## src/design/mvm_pkg.sv

```systemverilog
// ----------------------------------------------------------------------------
// mvm_pkg
// Types, widths and helpers shared by the matrix-vector multiply block.
// ----------------------------------------------------------------------------
package mvm_pkg;

    localparam int VALUE_W         = 32;
    localparam int COL_W           = 9;
    localparam int ROW_W           = 9;
    localparam int CFG_W           = 10;
    localparam int ACC_W           = 64;
    localparam int S_TDATA_W       = 48;
    localparam int M_TDATA_W       = 48;
    localparam int M_PAD_W         = M_TDATA_W - ROW_W - VALUE_W;
    localparam int MAX_COLUMNS_DEF = 512;
    localparam int INDEX_SPAN      = 512;
    localparam int ROW_SPAN        = 512;
    localparam int ROUND_HALF      = 32768;
    localparam int FRAC_W          = 16;

    typedef enum logic
    {
        CMD_LOAD   = 1'b0,
        CMD_MATRIX = 1'b1
    } cmd_t;

    typedef enum logic
    {
        CFG_COLUMNS = 1'b0,
        CFG_ROWS    = 1'b1
    } cfg_index_t;

    typedef struct packed
    {
        logic signed [VALUE_W-1:0] sum;
        logic                      sat;
    } round_res_t;

    // 64-bit add that clips at the signed limits
    function automatic logic signed [ACC_W-1:0] sat_add64(
        input logic signed [ACC_W-1:0] a,
        input logic signed [ACC_W-1:0] b
    );
        logic signed [ACC_W:0] sum;
        logic signed [ACC_W-1:0] res;
        sum = {a[ACC_W-1], a} + {b[ACC_W-1], b};
        if (sum[ACC_W] != sum[ACC_W-1])
        begin
            res = sum[ACC_W] ? {1'b1, {(ACC_W-1){1'b0}}} : {1'b0, {(ACC_W-1){1'b1}}};
        end
        else
        begin
            res = sum[ACC_W-1:0];
        end
        return res;
    endfunction

endpackage

```

## src/design/mvm_round.sv

```systemverilog
// ----------------------------------------------------------------------------
// mvm_round
// Round a Q32.32 row sum to Q16.16 and clip it to 32 bits.
// ----------------------------------------------------------------------------
module mvm_round
    import mvm_pkg::*;
(
    input  logic signed [ACC_W-1:0] acc,
    output round_res_t              res
);

    localparam int Q_W = ACC_W - FRAC_W;

    logic signed [ACC_W-1:0] biased;
    logic signed [Q_W-1:0]   quot;
    logic                    fits;

    // round half up, then floor by an arithmetic shift
    assign biased = sat_add64(acc, ACC_W'(ROUND_HALF));
    assign quot   = biased[ACC_W-1:FRAC_W];
    assign fits   = (&quot[Q_W-1:VALUE_W-1]) || !(|quot[Q_W-1:VALUE_W-1]);

    always_comb
    begin
        if (fits)
        begin
            res.sum = quot[VALUE_W-1:0];
            res.sat = 1'b0;
        end
        else
        begin
            res.sum = quot[Q_W-1] ? {1'b1, {(VALUE_W-1){1'b0}}} : {1'b0, {(VALUE_W-1){1'b1}}};
            res.sat = 1'b1;
        end
    end

endmodule

```

## config.mk

```make
export PLATFORM = sky130hd
export DESIGN_NAME = mvm_round
export DESIGN_NICKNAME = d
export VERILOG_FILES = /design/src/design/mvm_pkg.sv /design/src/design/mvm_round.sv
export SDC_FILE = /design/constraint.sdc
export NUM_CORES = 1
export LEC_CHECK = 0
export ABC_CLOCK_PERIOD_IN_PS = 5800
export BUFFER_PORTS_ARGS = -buffer_cell sky130_fd_sc_hd__buf_2
export CELL_PAD_IN_SITES_DETAIL_PLACEMENT = 0
export CELL_PAD_IN_SITES_GLOBAL_PLACEMENT = 2
export CORE_MARGIN = 2
export CORE_UTILIZATION = 24
export DETAILED_ROUTE_END_ITERATION = 10
export GPL_TIMING_DRIVEN = 0
export PLACE_DENSITY_LB_ADDON = 0.1
export SYNTH_ARGS = -nofsm -noshare
export SYNTH_HDL_FRONTEND = slang
export SYNTH_SLANG_ARGS = --single-unit
```

## constraint.sdc

```tcl
create_clock -name vclk -period 5.8
set_clock_uncertainty 0.2 [all_clocks]
set_input_delay 0.58 -clock vclk [all_inputs]
set_output_delay 0.58 -clock vclk [all_outputs]
set_load 0.01 [all_outputs]
```

==> impl_metrics.csv, run 1 <==
group,metric,value,unit
run_status,status,"finished clean",
routing,remaining_drc_errors,0,
yosys,synthTopCellsByCount,"nor2_1 (46), nand4_1 (22), nand2_1 (20)",
final_layout,seq_cells,0,
global_routing,grt_pass1_vias,2226,
yosys,yosysTopAreaCellShare,9.30,%
setup_path,path_class,"in -> out",
setup_path,max_stage_delay,670,ps
sta,tightestPinTransition,1100,ps
sta,finalCriticalPeriod,5520,ps
floorplanning,start_util,24.4,%
place,routabilityCongestion,0.873,
sta,timing.final.hold_violations,0,
final_layout,synthToLayoutAreaGrowth,30.2,%
global_routing,grt_usage,16.2,%
routing,drt_first_pass_iters,4,
global_routing,grt_use_met3,0.575,%
sta,fmax,181,MHz
final_layout,seq_area,0,um^2
floorplanning,die_w,92.0,um
setup_path,path_delay_family,"simple AND/OR/NAND/NOR gates",
setup_path,crit_arrival,4740,ps
place,pre_cts_ws,-205,ps
routing,wirelength,6.99,mm
sta,relSlewSlack,26.0,%
setup_path,required,5020,ps
global_routing,grt_max_degree,11,
floorplanning,die_y,92.0,um
global_routing,grt_antenna_before_repair,0,
yosys,syn-instance-count,288,
power,p_leak,0.944,nW
setup_path,path_buf_inv,5,
yosys,synth_top_cell_by_area,"nor2_1",
floorplanning,core_area,7610,um^2
yosys,avgSynthCellArea,6.45,um^2
floorplanning,ios,97,
floorplanning,placementRows,32,
worst_hold_path,hp-class,"in -> out",
sta,rsz0062_at_grt,"no",
sta,final_max_slew_viol_count,0,
global_routing,grt.busiest_layer,"met2",
global_routing,gr-total-overflow,0,
final_layout,fillers,914,
power,p_total,0.185,mW
sta,holdWs,1400,ps
routing,avgViaCountPerCell,4.99,
routing,ant_nets,0,
power,ir_worst_vdd,0.0251,mV
setup_path,cp_slowest_cell,"or4_4",
place,place_hpwl,5.85,mm
global_routing,grtUsageMet1,24.1,%
final_layout,drive_gt1_share,32.7,%
yosys,syn-cell-area,1860,um^2
final_layout,fin_util,31.8,%
final_layout,nets,439,
global_routing,grt_pass1_wl,11.3,mm
setup_path,cp_max_fo,10,
yosys,synth.yosys.seq_area_share,0,%
power,p_per_area,76.6,nW/um^2
setup_path,startpoint_type,"primary input",
sta,setup_violations,0,
sta,layout_setup_ws,279,ps
run,max_cap_viol_count,0,
floorplanning,die-area,8460,um^2
yosys,yosysWarnings,0,
yosys,synth_area_leaders,"nor2_1 (9.3%), xnor2_1 (8.5%), nand4_1 (7.4%)",
place,numPortBuffers,81,
sta,finalCritPeriodShare,95.2,%
setup_path,critPathCaptureType,"output port",
routing,route.vias.total,2355,
yosys,yosys.cell_count.top_type,"nor2_1",
global_routing,use_met2,26.8,%
setup_path,path_cells,"buf_2 > nand4_2 > or4_4 > nor4bb_2 > a21boi_0 > ha_2 > clkbuf_2 > inv_2 > o21ai_1 > or4_4 > nor4_4 > o21ai_2 > clkbuf_1 > o21ai_1 > buf_2",
final_layout,antennaDiodeCount,0,
final_layout,clock_buffers,0,
yosys,yosys.cell_types.count,43,
routing,avgRoutedWirePerCell,14.8,um
yosys,synth_nets,355,
routing,dr.first_iter.drc_count,68,
stage by stage:
| stage | cell area [um^2] | std cells | TNS (ps) |
|---|---|---|---|
| 2_1_floorplan | 1860 | 288 | 0 |
| 3_3_place_gp | 2390 | 471 | -23110 |
| 3_5_place_dp | 2400 | 472 | -4500 |
| 4_1_cts | 2410 | 472 | 0 |
| 5_1_grt | 2420 | 472 | 0 |
| 6_report | 2420 | 472 | 0 |
routing by layer:
| layer | vias to the layer above | wire length [um] |
|---|---|---|
| met5 | - | 0 |
| met4 | 0 | 63 |
| met3 | 6 | 267 |
| met2 | 54 | 3160 |
| met1 | 1064 | 3500 |
| li1 | 1231 | - |
path summary, 6_finish.rpt:
kind / start / endpoint / slack [ps] / cells past startpoint
worst max-delay path: acc[17] / res[16] / 280 / 15
worst min-delay path: acc[30] / res[15] / 1400 / 5
placed cells by master (no fill, tap or decap), types with 3 or more instances in the layout:
master	instances
a21oi_1	6
nor2b_1	8
nand4_1	22
xor2_1	14
xnor2_1	18
or3_1	3
nor3_1	10
mux2i_1	8
inv_1	5
buf_2	82
and3_1	6
clkbuf_1	5
and2_1	4
and4_1	6
clkbuf_2	4
o21ai_1	11
o21ai_2	11
or4_4	3
nand3_1	17
nand2_1	20
nor4_1	5
nor4_4	3
or4_1	4
nor2_1	46
o21ai_0	18
tightest hold or removal path: stages:
cell	delay [ps]
buf_2	100
xnor2_1	70
nor2_1	80
o21ai_1	60
buf_2	130
area by class of cell:
cell class / count / area, um^2 / share of cell area (%)
Multi-Input combinational cell: 268 / 1760 / 72.8
Timing Repair Buffer: 82 / 413 / 17.1
Tap cell: 102 / 128 / 5.28
Buffer: 14 / 93.8 / 3.88
Inverter: 6 / 22.5 / 0.932
kinds of logic (layout without fill, tap and decap cells):
family | count (synthesis) | count (layout) | share of synthesized area [%]
compound gates | 57 | 57 | 19.4
buf+inv | 20 | 102 | 6.00
fa+ha+maj | 3 | 3 | 2.02
simple gates | 168 | 168 | 53.2
xor+xnor | 32 | 32 | 15.1
mux | 8 | 8 | 4.31
power breakdown:
part | total [mW] | internal, mW | switching [mW]
combinational | 0.185 | 0.0725 | 0.113
clock | 0 | 0 | 0
sequential | 0 | 0 | 0
total | 0.185 | 0.0725 | 0.113
what timing repair did:
item                       CTS  global route
pin swaps                    0             0
buffers inserted             0             0
hold buffers                 0             0
gates resized for setup      2             9
hold endpoints to repair     0             0
setup endpoints to repair   30            30
(Power assumes the default switching activity.)
==> inputs of run 2 (changes only) <==
--- a/config.mk
+++ b/config.mk
@@ -9,7 +9,6 @@
 export BUFFER_PORTS_ARGS = -buffer_cell sky130_fd_sc_hd__buf_2
 export CELL_PAD_IN_SITES_DETAIL_PLACEMENT = 0
 export CELL_PAD_IN_SITES_GLOBAL_PLACEMENT = 2
-export CORE_MARGIN = 2
 export CORE_UTILIZATION = 24
 export DETAILED_ROUTE_END_ITERATION = 10
 export GPL_TIMING_DRIVEN = 0
==> run 2 against run 1 <==
  * Critical endpoint unchanged
  * Critical path depth is the same
  * Final area increased by 0.72%
  * Global-route usage rose by 0.46 points
  * Combinational power about the same
  * Via count about the same
  * Highest routed layer is now met3
  * Core utilization up 1.3 points
  * Largest cell class unchanged
==> impl_metrics.csv, run 2 (synthesis gave the netlist of run 1 again) <==
group,metric,value,unit
setup_path,path_class,"in -> out",
power,ir_worst_vdd,0.0213,mV
global_routing,grt_max_degree,11,
final_layout,final_cells,470,
final_layout,drive_gt1_share,32.6,%
sta,finalCritPeriodShare,93.5,%
power,swShare,60.9,%
power,power_switching,0.114,mW
place,routabilityCongestion,0.847,
run_status,status,"finished clean",
power,p_leak,0.957,nW
sta,setup_violations,0,
setup_path,startpoint_type,"primary input",
sta,layout_setup_ws,379,ps
setup_path,endpoint,"res[16]",
sta,final_max_slew_viol_count,0,
global_routing,grt_pass1_wl,11.1,mm
floorplanning,core_area,7370,um^2
setup_path,crit_arrival,4640,ps
final_layout,nets,440,
setup_path,cp_num_cells,15,
floorplanning,start_util,25.2,%
routing,avgViaCountPerCell,5.01,
routing,ant_nets,0,
routing,avgRoutedWirePerCell,14.9,um
final_layout,fin_area,2430,um^2
global_routing,gr-total-overflow,0,
floorplanning,die_w,90.0,um
sta,finalCriticalPeriod,5420,ps
final_layout,layout_common_cells,"buf_2 (81), nor2_1 (46), nand4_1 (22)",
global_routing,grt_antenna_before_repair,0,
cts,ctsHoldBuffers,0,
place,numPortBuffers,81,
power,pwr-share-comb,100.0,%
routing,wirelength,6.98,mm
final_layout,seq_area,0,um^2
setup_path,path_delay_family,"simple AND/OR/NAND/NOR gates",
power,clkPwrFrac,0,%
routing,route.vias.total,2354,
final_layout,layout_commonest_cell,"buf_2",
setup_path,cp_slowest_cell,"or4_4",
power,internal_power,0.0728,mW
global_routing,grt_usage,16.6,%
power,p_total,0.186,mW
final_layout,synthToLayoutAreaGrowth,31.1,%
setup_path,critPathCaptureType,"output port",
place,dpl.cell_count,468,
power,p_per_area,76.6,nW/um^2
sta,relSlewSlack,18.8,%
sta,tightestPinTransition,1210,ps
setup_path,max_stage_delay,670,ps
place,place_area,2390,um^2
setup_path,required,5020,ps
sta,fmax,184,MHz
sta,finalSetupTns,0,ps
power,power_frac_seq,0,%
final_layout,clock_buffers,0,
final_layout,antennaDiodeCount,0,
setup_path,path_buf_inv,5,
routing,drt_first_pass_iters,4,
floorplanning,die-area,8090,um^2
setup_path,cp_max_fo,10,
place,pre_cts_ws,-218,ps
place,place_hpwl,5.73,mm
setup_path,path_cells,"buf_2 > nand4_2 > or4_4 > nor4bb_2 > a21boi_1 > ha_2 > clkbuf_2 > clkinvlp_4 > o21ai_1 > or4_4 > nor4_4 > o21ai_2 > clkbuf_1 > o21ai_1 > buf_2",
worst_hold_path,hp-class,"in -> out",
run,max_cap_viol_count,0,
setup_path,cp-startpoint,"acc[17]",
sta,timing.final.hold_violations,0,
global_routing,grt_pass1_vias,2253,
floorplanning,ios,97,
routing,dr.first_iter.drc_count,81,
sta,rsz0062_at_grt,"no",
floorplanning,placementRows,31,
final_layout,seq_cells,0,
routing,remaining_drc_errors,0,
worst_hold_path,hp-start,"acc[30]",
floorplanning,die_y,90.0,um
==> run 2: power by group through the flow <==
stage                     Combinational, mW  Sequential (mW)  Clock (mW)
after global placement                0.186                0           0
after CTS                             0.187                0           0
final                                 0.186                0           0
after global routing                  0.207                0           0
after detailed placement              0.186                0           0
after floorplan                       0.105                0           0
==> run 2: worst min-delay path by stage <==
stage                         end  depth (start not counted)
after global routing       res[7]                          5
after floorplan           res[12]                          3
after detailed placement  res[15]                          5
after global placement    res[15]                          5
after CTS                 res[15]                          5
final                     res[15]                          5
==> run 2: area by class of cell <==
class,count,area [um^2]
timing repair buffer,83,420
fill,883,4930
tap,99,124
multi-input combinational,268,1770
inverter,6,26.3
buffer,14,95.1
==> run 2: metal layers <==
metal | routed length [um] | part of all wire (%) | track usage [%]
met1 | 3470 | 50 | 22.9
met5 | 0 | 0 | 0
met4 | 0 | 0 | 0.672
met2 | 3290 | 47 | 29.6
met3 | 223 | 3.2 | 1.44
==> run 2: tightest hold or removal path: stages <==
cell and delay, ps:
buf_2 100, xnor2_1 60, nor2_1 80, o21ai_1 60
buf_2 130
==> run 2: what timing repair did <==
item,4_1_cts,5_1_grt
pin swaps,0,1
buffers inserted,0,2
endpoints found under the setup margin,30,30
resized for setup,3,8
==> run 2: stage by stage <==
| stage | util [%] | hold slack [ps] |
|---|---|---|
| CTS | 32.7 | 1400 |
| detailed placement | 32.5 | 1400 |
| global route | 33.0 | 1450 |
| floorplan | - | 1180 |
| global placement | 32.4 | 1400 |
| finish | 33.0 | 1400 |
